[src/rtl/ssplit_pkg.sv]
// Shared types, character constants and helpers for the SQL statement splitter.
// Used by the front classifier, the op queue and the back executor.
package ssplit_pkg;

  localparam int unsigned SPACE_DEPTH_DEF = 16;
  localparam int unsigned QUEUE_DEPTH     = 4;
  localparam int unsigned N_OPS           = 4;
  localparam int unsigned CHAR_W          = 16;

  localparam logic [CHAR_W-1:0] CH_NL    = 16'h000A;
  localparam logic [CHAR_W-1:0] CH_STAR  = 16'h002A;
  localparam logic [CHAR_W-1:0] CH_SLASH = 16'h002F;
  localparam logic [CHAR_W-1:0] CH_DASH  = 16'h002D;
  localparam logic [CHAR_W-1:0] CH_SQUOT = 16'h0027;
  localparam logic [CHAR_W-1:0] CH_DQUOT = 16'h0022;
  localparam logic [CHAR_W-1:0] CH_SEMI  = 16'h003B;

  typedef enum logic [1:0] {
    OP_NONE,
    OP_PUT,
    OP_FIN
  } op_code_t;

  // One step of work for the back end: put a character or finish a statement.
  typedef struct packed {
    op_code_t          code;
    logic [CHAR_W-1:0] ch;
    logic              space;
  } op_t;

  // Op slots of one input item, in execution order.
  typedef op_t [N_OPS-1:0] entry_t;

  // One result item.
  typedef struct packed {
    logic [CHAR_W-1:0] ch;
    logic              kind;
    logic              ovf;
  } res_t;

  function automatic logic is_space(input logic [CHAR_W-1:0] c);
    logic r;
    r = ((c >= 16'h0009) && (c <= 16'h000D)) ||
        (c == 16'h0020) || (c == 16'h0085) || (c == 16'h00A0) || (c == 16'h1680) ||
        ((c >= 16'h2000) && (c <= 16'h200A)) ||
        (c == 16'h2028) || (c == 16'h2029) || (c == 16'h202F) ||
        (c == 16'h205F) || (c == 16'h3000);
    return r;
  endfunction

  function automatic op_t put_op(input logic [CHAR_W-1:0] c);
    op_t o;
    o.code  = OP_PUT;
    o.ch    = c;
    o.space = is_space(c);
    return o;
  endfunction

  function automatic op_t fin_op();
    op_t o;
    o.code  = OP_FIN;
    o.ch    = '0;
    o.space = 1'b0;
    return o;
  endfunction

endpackage

[src/rtl/ssplit_ram.sv]
// Generic single-write, single-read RAM with registered read data.
// No dependencies.
module ssplit_ram #(
  parameter int unsigned WIDTH = 16,
  parameter int unsigned DEPTH = 16
) (
  input  logic                                   clk,
  input  logic                                   we,
  input  logic [((DEPTH > 1) ? $clog2(DEPTH) : 1)-1:0] waddr,
  input  logic [WIDTH-1:0]                       wdata,
  input  logic                                   re,
  input  logic [((DEPTH > 1) ? $clog2(DEPTH) : 1)-1:0] raddr,
  output logic [WIDTH-1:0]                       rdata
);

  logic [WIDTH-1:0] mem [DEPTH];
  logic [WIDTH-1:0] rdata_r;

  always_ff @(posedge clk) begin
    if (we) begin
      mem[waddr] <= wdata;
    end
    if (re) begin
      rdata_r <= mem[raddr];
    end
  end

  assign rdata = rdata_r;

endmodule

[src/rtl/ssplit_front.sv]
// Front end: accepts code units, tracks quote/comment lexing and the held opener,
// and turns each unit into a queue entry of ops. Uses ssplit_pkg.
module ssplit_front import ssplit_pkg::*; (
  input  logic              clk,
  input  logic              rst_n,
  input  logic              in_tvalid,
  output logic              in_tready,
  input  logic [CHAR_W-1:0] in_tdata,
  input  logic              in_tlast,
  input  logic              q_full,
  output logic              q_push,
  output entry_t            q_entry
);

  typedef enum logic [2:0] {
    LX_NORMAL,
    LX_SQUOTE,
    LX_DQUOTE,
    LX_LINE,
    LX_BLOCK
  } lex_t;

  typedef enum logic [1:0] {
    HO_NONE,
    HO_DASH,
    HO_SLASH,
    HO_STAR
  } held_t;

  lex_t   lex_r, lex_nxt;
  held_t  held_r, held_nxt;
  entry_t ent;
  logic   consumed;

  assign in_tready = !q_full;
  assign q_push    = in_tvalid && !q_full;
  assign q_entry   = ent;

  always_comb begin
    for (int i = 0; i < N_OPS; i++) begin
      ent[i] = '{code: OP_NONE, ch: '0, space: 1'b0};
    end
    consumed = 1'b0;
    held_nxt = HO_NONE;
    lex_nxt  = lex_r;

    // Resolve the opener held from the previous unit.
    unique case (held_r)
      HO_DASH: begin
        if (in_tdata == CH_DASH) begin
          lex_nxt  = LX_LINE;
          consumed = 1'b1;
        end else begin
          ent[0] = put_op(CH_DASH);
        end
      end
      HO_SLASH: begin
        if (in_tdata == CH_STAR) begin
          lex_nxt  = LX_BLOCK;
          consumed = 1'b1;
        end else begin
          ent[0] = put_op(CH_SLASH);
        end
      end
      HO_STAR: begin
        if (in_tdata == CH_SLASH) begin
          lex_nxt  = LX_NORMAL;
          consumed = 1'b1;
        end
      end
      HO_NONE: ;
    endcase

    if (!consumed) begin
      unique case (lex_r)
        LX_SQUOTE: begin
          ent[1] = put_op(in_tdata);
          if (in_tdata == CH_SQUOT) lex_nxt = LX_NORMAL;
        end
        LX_DQUOTE: begin
          ent[1] = put_op(in_tdata);
          if (in_tdata == CH_DQUOT) lex_nxt = LX_NORMAL;
        end
        LX_LINE: begin
          if (in_tdata == CH_NL) lex_nxt = LX_NORMAL;
        end
        LX_BLOCK: begin
          if (in_tdata == CH_STAR) held_nxt = HO_STAR;
        end
        default: begin
          priority if (in_tdata == CH_DASH) begin
            held_nxt = HO_DASH;
          end else if (in_tdata == CH_SLASH) begin
            held_nxt = HO_SLASH;
          end else if (in_tdata == CH_SQUOT) begin
            ent[1]  = put_op(in_tdata);
            lex_nxt = LX_SQUOTE;
          end else if (in_tdata == CH_DQUOT) begin
            ent[1]  = put_op(in_tdata);
            lex_nxt = LX_DQUOTE;
          end else if (in_tdata == CH_SEMI) begin
            ent[1] = fin_op();
          end else begin
            ent[1] = put_op(in_tdata);
          end
        end
      endcase
    end

    // Script end: release a held '-' or '/', drop a held '*', close the statement.
    if (in_tlast) begin
      if (held_nxt == HO_DASH) begin
        ent[2] = put_op(CH_DASH);
      end else if (held_nxt == HO_SLASH) begin
        ent[2] = put_op(CH_SLASH);
      end
      ent[3]   = fin_op();
      held_nxt = HO_NONE;
      lex_nxt  = LX_NORMAL;
    end
  end

  always_ff @(posedge clk) begin
    if (!rst_n) begin
      lex_r  <= LX_NORMAL;
      held_r <= HO_NONE;
    end else if (q_push) begin
      lex_r  <= lex_nxt;
      held_r <= held_nxt;
    end
  end

endmodule

[src/rtl/ssplit_queue.sv]
// Short FIFO of op entries between the front end and the back end.
// Uses ssplit_pkg for the entry type.
module ssplit_queue import ssplit_pkg::*; #(
  parameter int unsigned DEPTH = QUEUE_DEPTH
) (
  input  logic   clk,
  input  logic   rst_n,
  input  logic   push,
  input  entry_t push_entry,
  output logic   full,
  input  logic   pop,
  output entry_t pop_entry,
  output logic   empty
);

  localparam int unsigned PW = (DEPTH > 1) ? $clog2(DEPTH) : 1;
  localparam int unsigned CW = $clog2(DEPTH + 1);
  localparam logic [PW-1:0] PTR_LAST = PW'(DEPTH - 1);
  localparam logic [CW-1:0] CNT_FULL = CW'(DEPTH);

  entry_t        slots [DEPTH];
  logic [PW-1:0] wr_ptr_r, rd_ptr_r;
  logic [CW-1:0] cnt_r;

  assign full      = (cnt_r == CNT_FULL);
  assign empty     = (cnt_r == '0);
  assign pop_entry = slots[rd_ptr_r];

  always_ff @(posedge clk) begin
    if (push) begin
      slots[wr_ptr_r] <= push_entry;
    end
  end

  always_ff @(posedge clk) begin
    if (!rst_n) begin
      wr_ptr_r <= '0;
      rd_ptr_r <= '0;
      cnt_r    <= '0;
    end else begin
      if (push) begin
        wr_ptr_r <= (wr_ptr_r == PTR_LAST) ? '0 : wr_ptr_r + PW'(1);
      end
      if (pop) begin
        rd_ptr_r <= (rd_ptr_r == PTR_LAST) ? '0 : rd_ptr_r + PW'(1);
      end
      if (push && !pop) begin
        cnt_r <= cnt_r + CW'(1);
      end else if (pop && !push) begin
        cnt_r <= cnt_r - CW'(1);
      end
    end
  end

endmodule

[src/rtl/ssplit_back.sv]
// Back end: executes queued ops, trims whitespace through a circular hold buffer
// in RAM and drives the result stream. Uses ssplit_pkg and ssplit_ram.
module ssplit_back import ssplit_pkg::*; #(
  parameter int unsigned SPACE_DEPTH = SPACE_DEPTH_DEF
) (
  input  logic              clk,
  input  logic              rst_n,
  input  logic              q_empty,
  input  entry_t            q_entry,
  output logic              q_pop,
  output logic              out_tvalid,
  input  logic              out_tready,
  output logic [CHAR_W-1:0] out_tdata,
  output logic [1:0]        out_tuser,
  output logic              out_tlast
);

  localparam int unsigned AW = (SPACE_DEPTH > 1) ? $clog2(SPACE_DEPTH) : 1;
  localparam int unsigned CW = $clog2(SPACE_DEPTH + 1);
  localparam logic [AW-1:0] HEAD_LAST = AW'(SPACE_DEPTH - 1);
  localparam logic [CW-1:0] CNT_FULL  = CW'(SPACE_DEPTH);
  localparam logic [CW:0]   DEPTH_W   = (CW + 1)'(SPACE_DEPTH);

  typedef enum logic [2:0] {
    S_IDLE,
    S_OP,
    S_FL_EMIT,
    S_OV_EMIT,
    S_END
  } state_t;

  state_t        state_r, state_nxt;
  logic [1:0]    op_idx_r, op_idx_nxt;
  entry_t        ent_r, ent_nxt;
  logic          started_r, started_nxt;
  logic [AW-1:0] head_r, head_nxt;
  logic [CW-1:0] count_r, count_nxt;
  logic          hold_v_r, hold_v_nxt;
  res_t          hold_r, hold_nxt;
  logic          out_v_r, out_v_nxt;
  res_t          out_r, out_nxt;
  logic          out_last_r, out_last_nxt;

  op_t           cur_op;
  logic          out_free, can_prod, prod, close_run, adv;
  res_t          prod_res;
  logic [AW-1:0] head_inc, tail_addr;
  logic [CW:0]   tail_sum;

  logic              ram_we, ram_re;
  logic [AW-1:0]     ram_waddr, ram_raddr;
  logic [CHAR_W-1:0] ram_rdata;

  ssplit_ram #(
    .WIDTH (CHAR_W),
    .DEPTH (SPACE_DEPTH)
  ) u_space_ram (
    .clk   (clk),
    .we    (ram_we),
    .waddr (ram_waddr),
    .wdata (cur_op.ch),
    .re    (ram_re),
    .raddr (ram_raddr),
    .rdata (ram_rdata)
  );

  assign cur_op    = ent_r[op_idx_r];
  assign out_free  = !out_v_r || out_tready;
  assign can_prod  = !hold_v_r || out_free;
  assign head_inc  = (head_r == HEAD_LAST) ? '0 : head_r + AW'(1);
  assign tail_sum  = (CW + 1)'(head_r) + (CW + 1)'(count_r);
  assign tail_addr = (tail_sum >= DEPTH_W) ? AW'(tail_sum - DEPTH_W) : AW'(tail_sum);

  assign out_tvalid = out_v_r;
  assign out_tdata  = out_r.ch;
  assign out_tuser  = {out_r.ovf, out_r.kind};
  assign out_tlast  = out_last_r;

  always_comb begin
    state_nxt   = state_r;
    op_idx_nxt  = op_idx_r;
    ent_nxt     = ent_r;
    started_nxt = started_r;
    head_nxt    = head_r;
    count_nxt   = count_r;
    q_pop       = 1'b0;
    ram_we      = 1'b0;
    ram_re      = 1'b0;
    ram_waddr   = tail_addr;
    ram_raddr   = head_r;
    prod        = 1'b0;
    prod_res    = '0;
    close_run   = 1'b0;
    adv         = 1'b0;

    unique case (state_r)
      S_IDLE: begin
        if (!q_empty) begin
          q_pop      = 1'b1;
          ent_nxt    = q_entry;
          op_idx_nxt = '0;
          state_nxt  = S_OP;
        end
      end
      S_OP: begin
        unique case (cur_op.code)
          OP_PUT: begin
            if (cur_op.space) begin
              priority if (!started_r) begin
                adv = 1'b1;
              end else if (count_r == CNT_FULL) begin
                // read the oldest held unit, release it from S_OV_EMIT
                ram_re    = 1'b1;
                state_nxt = S_OV_EMIT;
              end else begin
                ram_we    = 1'b1;
                count_nxt = count_r + CW'(1);
                adv       = 1'b1;
              end
            end else if (count_r != '0) begin
              ram_re    = 1'b1;
              state_nxt = S_FL_EMIT;
            end else if (can_prod) begin
              prod        = 1'b1;
              prod_res    = '{ch: cur_op.ch, kind: 1'b0, ovf: 1'b0};
              started_nxt = 1'b1;
              adv         = 1'b1;
            end
          end
          OP_FIN: begin
            if (!started_r) begin
              count_nxt = '0;
              adv       = 1'b1;
            end else if (can_prod) begin
              prod        = 1'b1;
              prod_res    = '{ch: '0, kind: 1'b1, ovf: 1'b0};
              started_nxt = 1'b0;
              count_nxt   = '0;
              adv         = 1'b1;
            end
          end
          default: adv = 1'b1;
        endcase
      end
      S_FL_EMIT: begin
        // release held whitespace, oldest first, then go back for the character
        if (can_prod) begin
          prod      = 1'b1;
          prod_res  = '{ch: ram_rdata, kind: 1'b0, ovf: 1'b0};
          head_nxt  = head_inc;
          count_nxt = count_r - CW'(1);
          if (count_r != CW'(1)) begin
            ram_re    = 1'b1;
            ram_raddr = head_inc;
          end else begin
            state_nxt = S_OP;
          end
        end
      end
      S_OV_EMIT: begin
        if (can_prod) begin
          prod      = 1'b1;
          prod_res  = '{ch: ram_rdata, kind: 1'b0, ovf: 1'b1};
          ram_we    = 1'b1;
          ram_waddr = head_r;
          head_nxt  = head_inc;
          adv       = 1'b1;
        end
      end
      S_END: begin
        if (!hold_v_r) begin
          state_nxt = S_IDLE;
        end else if (out_free) begin
          close_run = 1'b1;
          state_nxt = S_IDLE;
        end
      end
      default: state_nxt = S_IDLE;
    endcase

    if (adv) begin
      op_idx_nxt = op_idx_r + 2'd1;
      state_nxt  = (op_idx_r == 2'(N_OPS - 1)) ? S_END : S_OP;
    end

    // One result waits in the hold slot until we know whether another follows.
    out_v_nxt    = out_v_r && !out_tready;
    out_nxt      = out_r;
    out_last_nxt = out_last_r;
    hold_v_nxt   = hold_v_r;
    hold_nxt     = hold_r;
    if (prod) begin
      if (hold_v_r) begin
        out_v_nxt    = 1'b1;
        out_nxt      = hold_r;
        out_last_nxt = 1'b0;
      end
      hold_v_nxt = 1'b1;
      hold_nxt   = prod_res;
    end
    if (close_run) begin
      out_v_nxt    = 1'b1;
      out_nxt      = hold_r;
      out_last_nxt = 1'b1;
      hold_v_nxt   = 1'b0;
    end
  end

  always_ff @(posedge clk) begin
    ent_r      <= ent_nxt;
    hold_r     <= hold_nxt;
    out_r      <= out_nxt;
    out_last_r <= out_last_nxt;
    if (!rst_n) begin
      state_r   <= S_IDLE;
      op_idx_r  <= '0;
      started_r <= 1'b0;
      head_r    <= '0;
      count_r   <= '0;
      hold_v_r  <= 1'b0;
      out_v_r   <= 1'b0;
    end else begin
      state_r   <= state_nxt;
      op_idx_r  <= op_idx_nxt;
      started_r <= started_nxt;
      head_r    <= head_nxt;
      count_r   <= count_nxt;
      hold_v_r  <= hold_v_nxt;
      out_v_r   <= out_v_nxt;
    end
  end

endmodule

[src/rtl/sql_script_statement_splitter.sv]
// Top level of the SQL script statement splitter: front classifier, op queue,
// back executor with its whitespace hold RAM. Uses ssplit_pkg.
//
// The block reads a script one UTF-16 code unit per transfer (tlast on the final
// unit) and streams out the characters of each statement, each nonempty statement
// closed by a marker result (tuser bit 0 set, tdata zero). Comments are removed,
// quoted text passes through, leading whitespace is dropped and trailing whitespace
// is held in a SPACE_DEPTH-entry RAM; when that fills, the oldest unit is released
// with tuser bit 1 set. tlast on a result marks the last result caused by one input
// unit. The front end takes a unit per cycle into a four-entry queue while the
// queue is not full; the back end steps through each unit (fetch, four op slots,
// close of the run), plus a release step for each whitespace unit released early
// on overflow, plus a hold RAM read start and a release step per unit when a visible
// character flushes held whitespace, and it waits while the result side stalls.
// A unit that yields no result still passes through every one of those steps.
module sql_script_statement_splitter import ssplit_pkg::*; #(
  parameter int unsigned SPACE_DEPTH = SPACE_DEPTH_DEF
) (
  input  logic        clk,
  input  logic        rst_n,
  input  logic        in_tvalid,
  output logic        in_tready,
  input  logic [15:0] in_tdata,   // [15:0] char_in
  input  logic        in_tlast,   // script_end
  output logic        out_tvalid,
  input  logic        out_tready,
  output logic [15:0] out_tdata,  // [15:0] char_out
  output logic [1:0]  out_tuser,  // [0] kind, [1] space_overflow
  output logic        out_tlast   // last_of_run
);

  logic   q_push, q_full, q_pop, q_empty;
  entry_t q_in, q_out;

  ssplit_front u_front (
    .clk       (clk),
    .rst_n     (rst_n),
    .in_tvalid (in_tvalid),
    .in_tready (in_tready),
    .in_tdata  (in_tdata),
    .in_tlast  (in_tlast),
    .q_full    (q_full),
    .q_push    (q_push),
    .q_entry   (q_in)
  );

  ssplit_queue #(
    .DEPTH (QUEUE_DEPTH)
  ) u_queue (
    .clk        (clk),
    .rst_n      (rst_n),
    .push       (q_push),
    .push_entry (q_in),
    .full       (q_full),
    .pop        (q_pop),
    .pop_entry  (q_out),
    .empty      (q_empty)
  );

  ssplit_back #(
    .SPACE_DEPTH (SPACE_DEPTH)
  ) u_back (
    .clk        (clk),
    .rst_n      (rst_n),
    .q_empty    (q_empty),
    .q_entry    (q_out),
    .q_pop      (q_pop),
    .out_tvalid (out_tvalid),
    .out_tready (out_tready),
    .out_tdata  (out_tdata),
    .out_tuser  (out_tuser),
    .out_tlast  (out_tlast)
  );

endmodule
[config.mk]
export PLATFORM = sky130hd
export DESIGN_NAME = sql_script_statement_splitter
export DESIGN_NICKNAME = d
export VERILOG_FILES = /design/src/rtl/ssplit_pkg.sv /design/src/rtl/ssplit_ram.sv /design/src/rtl/ssplit_front.sv /design/src/rtl/ssplit_queue.sv /design/src/rtl/ssplit_back.sv /design/src/rtl/sql_script_statement_splitter.sv
export SDC_FILE = /design/constraint.sdc
export NUM_CORES = 1
export LEC_CHECK = 0
export BUFFER_PORTS_ARGS = -buffer_cell sky130_fd_sc_hd__buf_2
export CAP_MARGIN = 15
export CORE_UTILIZATION = 30
export CTS_CLUSTER_SIZE = 24
export DETAILED_ROUTE_END_ITERATION = 7
export PLACE_DENSITY = 0.43
export SLEW_MARGIN = 0
export SYNTH_ARGS = -nofsm -noshare
export SYNTH_HDL_FRONTEND = slang
export SYNTH_SLANG_ARGS = --single-unit
[constraint.sdc]
create_clock -name clk -period 4.22 [get_ports clk]
set_input_delay 0.844 -clock clk [delete_from_list [all_inputs] [get_ports clk]]
set_output_delay 0.844 -clock clk [all_outputs]
set_load 0.02 [all_outputs]
After elaboration in Yosys (flattened, before gate mapping)
Memory sizes are Yosys's and may differ from the RTL's. A register that Yosys moved wholly into a read port is not among the register bits.
Index checks and enable logic that the tools add are counted.

word-level totals
  flip-flop bits (word level) = 66
  RAM bits = 560
  bits of input ports = 21
  output and inout bits = 21
  memories kept = 2

memories
  memory                  words  bits a word  read ports  clocked after Yosys merged registers in  write ports  line                RTL
  u_queue.slots           4      76           1           1                                        1            ssplit_queue.sv:21  entry_t slots [DEPTH];
  u_back.u_space_ram.mem  16     16           1           1                                        1            ssplit_ram.sv:16    logic [WIDTH-1:0] mem [DEPTH];

operators by class
  add/subtract/negate cells = 10
  order comparisons = 6
  equality and inequality tests = 57
  muxes and demuxes = 128
  bitwise gates (word level) = 2
  reductions and logical operators = 46

operators with widths
  cell                  count
  $mux 18               12
  $mux 19               8
  $eq 16x6->1 const B   7
  $eq 16x14->1 const B  5
  $mux 3                26
  $pmux 19 s2           2
  $pmux 18 s3           1
  $bmux 19 s2           1
  $mux 1                38
  $mux 38               1
  $pmux 18 s2           1
  $eq 16x8->1 const B   2
  $mux 5                6
  $mux 4                7
  $mux 2                11
  $pmux 5 s2            2
  $eq 16x13->1 const B  1
  $eq 16x4->1 const B   1
  $ge 16x14->1 const B  1
  $ge 16x4->1 const B   1
  $le 16x14->1 const B  1
  $le 16x4->1 const B   1
  $ne 3x2->1 const B    5
  $pmux 3 s5            1
  43 further kinds      107

Longest topological paths before layout
Gate-level depths: netlist of run 1.

  depth in word-level cells = 19
  depth in mapped cells = 13
  depth with buffers taken out = 11

Cells and area by module
A second synthesis of run 1 with hierarchy kept.

unflattened totals
  cells, all modules = 1442
  area, all modules = 28720.0 µm²

by module, submodules not included
  module        instances  cells each  area an instance (µm²)  seq. area each (µm²)
  ssplit_queue  1          441         11468.5                 9308.9
  ssplit_ram    1          432         10202.3                 8167.8
  ssplit_back   1          356         5544.1                  3723.6
  ssplit_front  1          213         1505.2                  100.1

Worst setup path before layout of run 1
OpenSTA, ideal clock, no wires.

  path type = flip-flop to flip-flop
  from = register u_back.head_r[1]
  to = memory u_back.u_space_ram.mem[11][0] (enable)
  setup time = 0.409 ns
  arrival = 3.708 ns
  required time = 3.811 ns
  setup slack = 0.103 ns
  cell stages (with the launch flop) = 9
  path buffers = 3
  clock period less this slack = 4.117 ns
  cell sequence = dfxtp_1 -> buf_2 -> buf_1 -> buf_1 -> inv_1 -> fa_1 -> o32a_1 -> or2_2 -> nor3_1

on the way
  word-level cells in the longest chain between the ends = 5
  elaborated cells on any way between the ends = 6
  classes of those cells = add/sub (2); order compare (1); mux (3)

RTL lines
  what                                       line                RTL
  from (decl)                                ssplit_back.sv:36   logic [AW-1:0] head_r, head_nxt;
  from (signal assigned)                     ssplit_back.sv:226  head_r <= head_nxt;
  $add 4x5->6                                ssplit_back.sv:71   assign tail_sum = (CW + 1)'(head_r) + (CW + 1)'(count_r);
  $ge 6x5->1 or $sub 4x1->4 (tied branches)  ssplit_back.sv:72   assign tail_addr = (tail_sum >= DEPTH_W) ? AW'(tail_sum - DEPTH_W) : AW'(tail_sum);
  $mux 4                                     ssplit_back.sv:72
  $mux 4                                     ssplit_back.sv:161  if (can_prod) begin
  $mux 4 *                                   ssplit_back.sv:96   unique case (state_r)
  to (decl)                                  ssplit_ram.sv:16

Mark *: on every way between the ends. The rest lies on a longest branch, timed or not.

Worst setup path after layout of run 1
  from = register u_back.op_idx_r[1]
  to = memory u_back.u_space_ram.mem[14][13] (enable)

on the way
  word-level cells in the longest chain between the ends = 7
  elaborated cells on any way between the ends = 8
  classes of those cells = eq/ne (1); mux (7)

RTL lines
  what                                  line                                    RTL
  from (decl)                           ssplit_back.sv:33                       logic [1:0] op_idx_r, op_idx_nxt;
  from (signal assigned)                ssplit_back.sv:224                      op_idx_r <= op_idx_nxt;
  $bmux 19 s2 *                         ssplit_back.sv:67                       assign cur_op = ent_r[op_idx_r];
  $mux 19 (not written as such) *       ssplit_back.sv:67
  $eq 2x1->1 or $mux 1 (tied branches)  ssplit_back.sv:106, ssplit_back.sv:108
  $mux 1 *                              ssplit_back.sv:106                      unique case (cur_op.code)
  $pmux 1 s2 *                          ssplit_back.sv:96
  $mux 1 *                              ssplit_ram.sv:20                        if (we) begin
  $mux 1 (not written as such) *        ssplit_ram.sv:21                        mem[waddr] <= wdata;

Mark *: on every way between the ends. The rest lies on a longest branch, timed or not. The select of a mux whose other input is x is not followed.

==> implementation parameters, run 1 <==
Parameter                              Value

Run status
  Outcome ... finished, final reports clean

Critical path
  Critical path's most frequent cell ... sky130_fd_sc_hd__buf_4
  Worst path max stage delay ... around 0.52 ns
  Buffering stage count on the worst path with inverters included ... 3
  Cell-by-cell trace of the critical path ... mux2i_1 > nor2_1 > a21oi_1 > inv_1 > ha_1 > nand2_1 > o32a_1 > nand2b_1 > buf_4 > nor3_2 > buf_4
  Capture instance of the worst register-to-register path ... u_back.u_space_ram.mem[14][13]$_DFFE_PP_
  CP Max Fanout ... 11
  Worst flop-to-flop path startpoint ... u_back.op_idx_r[1]$_SDFFE_PN0P_
  CP Depth ... 11
  Cell family with most CP delay ... simple AND/OR/NAND/NOR gates
  Required arrival time at the worst endpoint ... 4.51 ns
  Worst-path cell with the longest stage delay ... sky130_fd_sc_hd__dfxtp_1
  Type of the worst setup path ... reg2reg
  Critical Path Sink Type ... flop
  Arrival time at the worst endpoint ... 3.77 ns
  Startpoint type of the worst setup path ... flop
  FF-to-FF path depth ... 11
  Reg-to-reg slack, setup ... 0.74 ns

GRT
  Overall Global Routing Usage ... between 10% and 20%
  Gr ovfl total ... 0
  Initial antenna violation count ... 0
  Number of global-route vias before repair ... 12900
  Pin count of the biggest net entering global routing ... 101
  Wire length of the first global-routing pass ... slightly below 90000 um

Cells and area
  Number of diodes added for antenna fixing ... 0
  Fraction of final layout cells sized beyond drive strength 1 ... 23.7%
  Utilization of the core after routing ... 35.0%
  Final net count ... 1490
  Layout Area Growth over Synthesis ... 15.1%

Synthesis
  Dominant cell by count in the synthesized netlist ... sky130_fd_sc_hd__edfxtp_1
  EDFF count, synth ... 428
  Flops & latches, synth ... around 460
  Post-synthesis cell area ... 21300 um2
  Ys flop type ... sky130_fd_sc_hd__edfxtp_1
  Post-synth top area cell ... sky130_fd_sc_hd__edfxtp_1
  Gate count after technology mapping ... 1394
  Number of nets produced by synthesis ... 1438
  Share of the synthesized area in the top cell type ... 60.3%
  Leading cell types by count after synthesis ... sky130_fd_sc_hd__edfxtp_1, sky130_fd_sc_hd__nand2_1, sky130_fd_sc_hd__mux2i_1
  Total of warnings raised by yosys ... 0
  Synthesized area per cell ... 15.3 um2
  Number of distinct library cells after synthesis ... 85
  Async S/R FF share, synth ... 0%
  Register area share after synthesis ... roughly 63%
  Cell types occupying the most area after synthesis ... sky130_fd_sc_hd__edfxtp_1, sky130_fd_sc_hd__mux4_2, sky130_fd_sc_hd__mux2i_1

Timing
  Clock period minus final worst setup slack ... 3.48 ns
  Crit share post-route ... between 80% and 90%
  Tightest slew margin relative to the limit ... 27.5%
  Highest Clock Rate ... 0.288 GHz
  Setup repair after global routing missed its margin ... false
  Count of endpoints failing hold in the final timing report ... 0
  Total negative slack ... 0 ns
  Max-slew violation total from the final report ... 0
  Fin Clk Skew ... 0.0283 ns
  Count of endpoints failing setup in the final report ... 0
  Final worst slack ... 0.742 ns
  Transition time of the tightest slew-check pin ... approximately 1.1 ns

Die
  Y dimension of the die ... 269 um
  Top-Level Pins ... 42
  Initial core utilization ... 30.4%
  Die span in x ... 269 um
  Placeable core area ... between 70000 and 80000 um2
  Count of standard-cell rows ... 97
  Die Footprint ... 72200 um2

Detailed routing
  Number of DRC markers in iteration 0 ... roughly 900
  Number of routed nets with antenna violations ... 0
  Pre-Repair DR Iteration Count ... 5
  Total wire length ... roughly 58000 um
  Residual DRC ... 0
  Vias after detailed routing ... 12500
  Mean number of vias per cell ... 5.16
  Routed len/inst ... around 24 um

Place
  PortBufs ... about 40
  Post-detailed-placement half-perimeter wirelength ... about 37000 um
  Pre-CTS WS ... 0.451 ns
  Final weighted congestion in routability-driven placement ... 0.787

Clock tree
  Number of sinks driven by the clock tree ... between 400 and 500
  Post-cts resize count ... 0
  Number of levels the H-tree was split into ... 2
  Post-CTS clock slew at the launch and capture registers of the worst setup and hold paths ... 0.06 ns
  TritonCTS clock tree ... yes
  Clock latency on the worst-skew pair ... 0.61 ns
  Number of CTS-inserted buffers ... 52
  Clock root cell ... sky130_fd_sc_hd__clkbuf_16
  Post-CTS setup-driven buffer insertion count ... 0
  Hold-fix buffers at CTS ... 0
  Number of buffers on the longest clock path ... 3

Min path
  Worst Hold Path Cells ... 0
  Worst min-delay path startpoint ... u_back.hold_r[14]$_DFFE_PP_
  Hold Crit Endpoint ... u_back.out_tdata[12]$_DFFE_PP_
  Type of the most critical hold path ... reg2reg

Power
  Power density over the cells ... 527 nW/um2
  Leak pwr ... ~7.9 nW
  Total power of the final layout ... 12.9 mW
  Worst supply voltage drop on vdd ... 0.269 mV

Flow run
  Count of max-cap constraint violations ... 0
per-stage QoR:
step                hold slack, ns  std cells  cell area, um2
finish                       0.420       2429           24600
global route                 0.420       2429           24600
CTS                          0.414       2429           24600
detailed placement           0.408       2332           22900
global placement             0.403       2330           22800
floorplan                    0.400       1394           21300
routing by layer:
metal / wire [um] / vias up / global-route usage (%)
met5: 0 / - / 0
met4: 1100 / 0 / 4.30
met1: 25900 / 6510 / 21.9
met3: 2760 / 71 / 3.06
met2: 28600 / 266 / 27.5
li1: - / 5695 / -
layout by cell type (no fill, tap or decap), drive strengths merged, types with 6 or more instances in the layout:
master / synthesis / routed
nand2: 112 / 112
and2: 23 / 23
and3: 6 / 6
clkinv: 0 / 23
a22o: 17 / 17
a22oi: 7 / 7
a211oi: 36 / 36
nor3: 31 / 31
o21ai: 48 / 48
a311oi: 33 / 33
nand3b: 6 / 6
nand3: 8 / 8
buf: 37 / 93
nor2: 29 / 29
inv: 39 / 40
nor4: 8 / 8
mux2i: 106 / 106
a21oi: 49 / 49
mux2: 20 / 20
mux4: 104 / 104
nand4: 13 / 13
clkbuf: 58 / 69
nand2b: 7 / 7
edfxtp: 428 / 428
xnor2: 7 / 7
dfxtp: 30 / 30
ha: 21 / 21
nor2b: 22 / 22
power by group:
part	internal, mW	total (mW)	switching, mW
Sequential	5.77	6.02	0.254
Clock	2.55	4.43	1.88
Combinational	0.814	2.47	1.66
Total	9.13	12.9	3.79
area by class of cell:
class | count | area [um2]
Clock buffer | 69 | 1420
Clock inverter | 28 | 246
Fill cell | 6794 | 45600
Inverter | 39 | 146
Multi-Input combinational cell | 802 | 7470
Sequential cell | 458 | 13500
Tap cell | 940 | 1180
Timing Repair Buffer | 93 | 636
flip-flops by register name (all words and copies together), names as in the netlist, 3 cells and up:
register and cells:
u_back.u_space_ram.mem 256, u_queue.cnt_r 3, u_back.head_r 4, u_back.hold_r 18, u_back.state_r 3, u_front.lex_r 3
u_back.ent_r 24, u_back.out_tdata 16, u_queue.slots 96, u_back.count_r 5, u_back.u_space_ram.rdata 16
kinds of logic after synthesis:
logic type      count (synthesis)  share of synthesized area, %
simple gates                  302                          7.65
flops                         458                          63.1
mux                           230                          17.0
fa+ha+maj                      23                          1.42
xor+xnor                       10                         0.411
compound gates                237                          7.74
buf+inv                       134                          2.69
how the worst max path moves through the flow:
| stage | start | end |
|---|---|---|
| CTS | u_back.op_idx_r[1]$_SDFFE_PN0P_ | u_back.u_space_ram.mem[14][12]$_DFFE_PP_ |
| floorplan | u_back.head_r[1]$_SDFFE_PN0P_ | u_back.u_space_ram.mem[11][0]$_DFFE_PP_ |
| finish | u_back.op_idx_r[1]$_SDFFE_PN0P_ | u_back.u_space_ram.mem[14][13]$_DFFE_PP_ |
| global placement | out_tready | u_back.u_space_ram.mem[5][4]$_DFFE_PP_ |
| detailed placement | out_tready | u_back.u_space_ram.mem[14][9]$_DFFE_PP_ |
| global route | u_back.op_idx_r[1]$_SDFFE_PN0P_ | u_back.u_space_ram.mem[14][12]$_DFFE_PP_ |
worst reg2reg max path: cells and delay by family (launching register included):
family,cells,cell delay [ns]
simple gates,4,1.14
flops,1,0.52
fa+ha+maj,1,0.28
compound gates,2,0.49
buf+inv,3,0.60
mux,1,0.14
No activity file was read; power rests on OpenSTA's default activity.
==> inputs of run 2 (changes only) <==
--- a/config.mk
+++ b/config.mk
@@ -5,6 +5,7 @@
 export SDC_FILE = /design/constraint.sdc
 export NUM_CORES = 1
 export LEC_CHECK = 0
+export ABC_AREA = 1
 export BUFFER_PORTS_ARGS = -buffer_cell sky130_fd_sc_hd__buf_2
 export CAP_MARGIN = 15
 export CORE_UTILIZATION = 30
==> constraint.sdc (replaced) <==
create_clock -name clk -period 3.14 [get_ports clk]
set_input_delay 0.628 -clock clk [delete_from_list [all_inputs] [get_ports clk]]
set_output_delay 0.628 -clock clk [all_outputs]
set_load 0.02 [all_outputs]
==> run 2 against run 1 <==
Clock power rose by 31%. Global-route usage fell by 0.73 points. Non-clock buffer count rose by 12. Cell area fell by 4.2%. Critical endpoint is now u_back.u_space_ram.mem[7][0]$_DFFE_PP_. Highest routed layer unchanged.
==> implementation parameters, run 2 <==
Parameter                              Value

Synthesis
  Number of distinct library cells after synthesis ... 42
  Cell types occupying the most area after synthesis ... sky130_fd_sc_hd__edfxtp_1, sky130_fd_sc_hd__nand2_1, sky130_fd_sc_hd__nand3_1
  Synthesized-area fraction occupied by ao, oa, aoi and oai cells ... approximately 4.6%
  Total of warnings raised by yosys ... 0
  Register area share after synthesis ... between 60% and 70%
  Post-synth top area cell ... sky130_fd_sc_hd__edfxtp_1
  Adder-cell share of the synthesized area ... 1.49%
  Flops & latches, synth ... 458
  Async S/R FF share, synth ... 0%
  EDFF count, synth ... between 400 and 500
  Dominant cell by count in the synthesized netlist ... sky130_fd_sc_hd__edfxtp_1
  Post-synthesis cell area ... slightly above 20000 um2
  Leading cell types by count after synthesis ... sky130_fd_sc_hd__edfxtp_1, sky130_fd_sc_hd__nand2_1, sky130_fd_sc_hd__inv_1
  Number of nets produced by synthesis ... 2011
  XOR/XNOR share of the synthesized area ... 0.259%
  Ys flop type ... sky130_fd_sc_hd__edfxtp_1
  Synthesized area per cell ... slightly above 10 um2
  Synthesized-area fraction occupied by and/or/nand/nor cells ... 18.4%
  Gate count after technology mapping ... 1967
  Multiplexer area fraction after synthesis ... 0.0494%
  Main combinational cell family by area after synthesis ... simple AND/OR/NAND/NOR gates
  Share of the synthesized area in the top cell type ... 63.4%

GRT
  Initial antenna violation count ... 0
  Met1 track demand over resource in global routing ... 21.6%
  Overall Global Routing Usage ... 15.7%
  Top Usage Layer GRT ... met2
  Global routing usage on met2 ... between 20% and 30%
  Gr ovfl total ... 0
  Number of global-route vias before repair ... 13500
  Met3 usage in global routing ... 2.18%
  Wire length of the first global-routing pass ... 81000 um
  Pin count of the biggest net entering global routing ... 65

Detailed routing
  Routed len/inst ... 17.9 um
  Number of DRC markers in iteration 0 ... 883
  Residual DRC ... 0
  Pre-Repair DR Iteration Count ... 5
  Number of routed nets with antenna violations ... 0
  Vias after detailed routing ... 13600
  Total wire length ... 52700 um
  Mean number of vias per cell ... 4.60

Power
  Leak pwr ... 9.64 nW
  Worst supply voltage drop on vdd ... 0.412 mV
  Power density over the cells ... around 850 nW/um2
  Total power of the final layout ... 20.0 mW

Cells and area
  Biggest register ... u_back.u_space_ram.mem
  Commonest cells after routing, fill and taps aside ... sky130_fd_sc_hd__edfxtp_1, sky130_fd_sc_hd__nand2_1, sky130_fd_sc_hd__inv_1
  Post-layout instance count excluding filler cells ... ~3000
  Layout Area Growth over Synthesis ... 16.0%
  Number of diodes added for antenna fixing ... 0
  Final net count ... 2095
  Most frequent standard cell in the layout excluding fill and tap cells ... sky130_fd_sc_hd__edfxtp_1
  Fraction of final layout cells sized beyond drive strength 1 ... a little over a tenth
  Largest registers ranked by flip-flop count ... u_back.u_space_ram.mem (256), u_queue.slots (96), u_back.ent_r (24)
  Number of flip-flops under the largest register name ... 256

Timing
  Crit share post-route ... 89.5%
  Highest Clock Rate ... 0.356 GHz
  Tightest slew margin relative to the limit ... 39.9%
  Count of endpoints failing setup in the final report ... 0
  Setup repair after global routing missed its margin ... false
  Final worst slack ... between 0.3 and 0.4 ns
  Fin Clk Skew ... between 0.015 and 0.02 ns
  Total negative slack ... 0 ns
  Hold slack ... ~0.33 ns
  Clock period minus final worst setup slack ... 2.81 ns
  Transition time of the tightest slew-check pin ... approximately 0.90 ns
  Max-slew violation total from the final report ... 0
  Count of endpoints failing hold in the final timing report ... 0

Clock tree
  Post-CTS clock slew at the launch and capture registers of the worst setup and hold paths ... 0.06 ns
  Post-cts resize count ... 0
  Hold-fix buffers at CTS ... 0
  Number of sinks driven by the clock tree ... approximately 460
  TritonCTS clock tree ... yes
  Number of levels the H-tree was split into ... 2
  Clock root cell ... sky130_fd_sc_hd__clkbuf_16
  Post-CTS setup-driven buffer insertion count ... 0
  Number of CTS-inserted buffers ... 51
  Clock latency on the worst-skew pair ... roughly 0.6 ns
  Number of buffers on the longest clock path ... 3

Die
  Die span in x ... 262 um
  Top-Level Pins ... 42
  Die Footprint ... 68600 um2
  Y dimension of the die ... between 200 and 300 um
  Count of standard-cell rows ... 94
  Placeable core area ... 66300 um2
  Initial core utilization ... 30.6%

Place
  Post-placement cell count ... 2862
  Final weighted congestion in routability-driven placement ... 0.854
  Pre-CTS WS ... just over 0.2 ns
  Post-detailed-placement half-perimeter wirelength ... 34300 um
  PortBufs ... 41

Flow run
  Count of max-cap constraint violations ... 0

Critical path
  CP Max Fanout ... 12
  Critical Path Sink Type ... flop
  Cell-by-cell trace of the critical path ... ha_1 > inv_1 > fa_1 > or2_2 > o21ai_0 > nand3_1 > nor2_2 > buf_12
  Startpoint type of the worst setup path ... flop
  Worst-path cell with the longest stage delay ... sky130_fd_sc_hd__fa_1
  Type of the worst setup path ... reg2reg
  Required arrival time at the worst endpoint ... 3.45 ns
  Arrival time at the worst endpoint ... between 3 and 4 ns
  Worst path max stage delay ... approximately 0.45 ns

Run status
  Outcome ... finished, final reports clean

Min path
  Type of the most critical hold path ... in2reg
-- run 2: cell count changes after synthesis, moves of 19 or more --
cell / before / now
sky130_fd_sc_hd__mux4_2: 104 / 0
sky130_fd_sc_hd__o22ai_1: 3 / 26
sky130_fd_sc_hd__mux2i_1: 106 / 1
sky130_fd_sc_hd__o21ai_0: 47 / 92
sky130_fd_sc_hd__nor2_1: 29 / 141
sky130_fd_sc_hd__clkbuf_1: 58 / 28
sky130_fd_sc_hd__inv_1: 39 / 368
sky130_fd_sc_hd__nor3_1: 30 / 6
sky130_fd_sc_hd__a211oi_1: 36 / 1
sky130_fd_sc_hd__nand2_1: 112 / 394
sky130_fd_sc_hd__mux2_2: 19 / 0
sky130_fd_sc_hd__a311oi_1: 33 / 0
sky130_fd_sc_hd__nand3_1: 7 / 284
sky130_fd_sc_hd__nor2b_1: 22 / 0
-- run 2: worst max-delay path, delay by kind of cell (launching register included) --
family | cells | cell delay (ns)
AO/OA/AOI/OAI | 1 | 0.15
adder cells (fa/ha/maj) | 2 | 0.66
buffers and inverters | 2 | 0.26
flip-flops | 1 | 0.44
AND/OR/NAND/NOR | 3 | 1.00
-- run 2: logic make-up after synthesis --
group                      count (synthesis)
adders and majority gates                 23
and+or+nand+nor                          861
muxes                                      1
AOI/OAI and AO/OA                        172
xor gates and xnor gates                   6
DFF                                      458
buffers and inverters                    446
-- run 2: stage by stage --
step           instance area (um2)  utilization (%)
2_1_floorplan                20300                -
5_1_grt                      23500             35.4
6_report                     23500             35.4
3_5_place_dp                 21900             33.0
3_3_place_gp                 21900             33.0
4_1_cts                      23500             35.4
-- run 2: final timing paths --
kind                            startpoint                                endpoint  slack [ns]  depth (start not counted)
max reg2reg  u_back.head_r[0]$_SDFFE_PN0P_  u_back.u_space_ram.mem[7][0]$_DFFE_PP_        0.33                          8
max          u_back.head_r[0]$_SDFFE_PN0P_  u_back.u_space_ram.mem[7][0]$_DFFE_PP_        0.33                          8
min                               in_tlast          u_queue.slots[0][75]$_DFFE_PP_        0.33                          1
min reg2reg    u_back.hold_r[15]$_DFFE_PP_          u_back.out_tdata[13]$_DFFE_PP_        0.42                          0
-- run 2: routing by layer --
layer	part of all wire, %	wire (um)
met1	47	24800
met3	4.2	2200
met4	2.1	1100
met2	47	24700
met5	0	0
-- run 2: area by class of cell --
type | count | area [um2]
inverters | 372 | 1400
repair buffers | 105 | 873
fillers | 6771 | 42800
multi-input cells | 1063 | 5100
clock buffers | 68 | 1390
well taps | 864 | 1080
clock inverters | 24 | 215
flip-flops and latches | 458 | 13500
-- run 2: power breakdown --
part,internal (mW),switching (mW),total [mW]
clock network,3.35,2.46,5.81
registers,7.96,0.287,8.25
logic,1.63,4.28,5.91
total,12.9,7.03,20.0
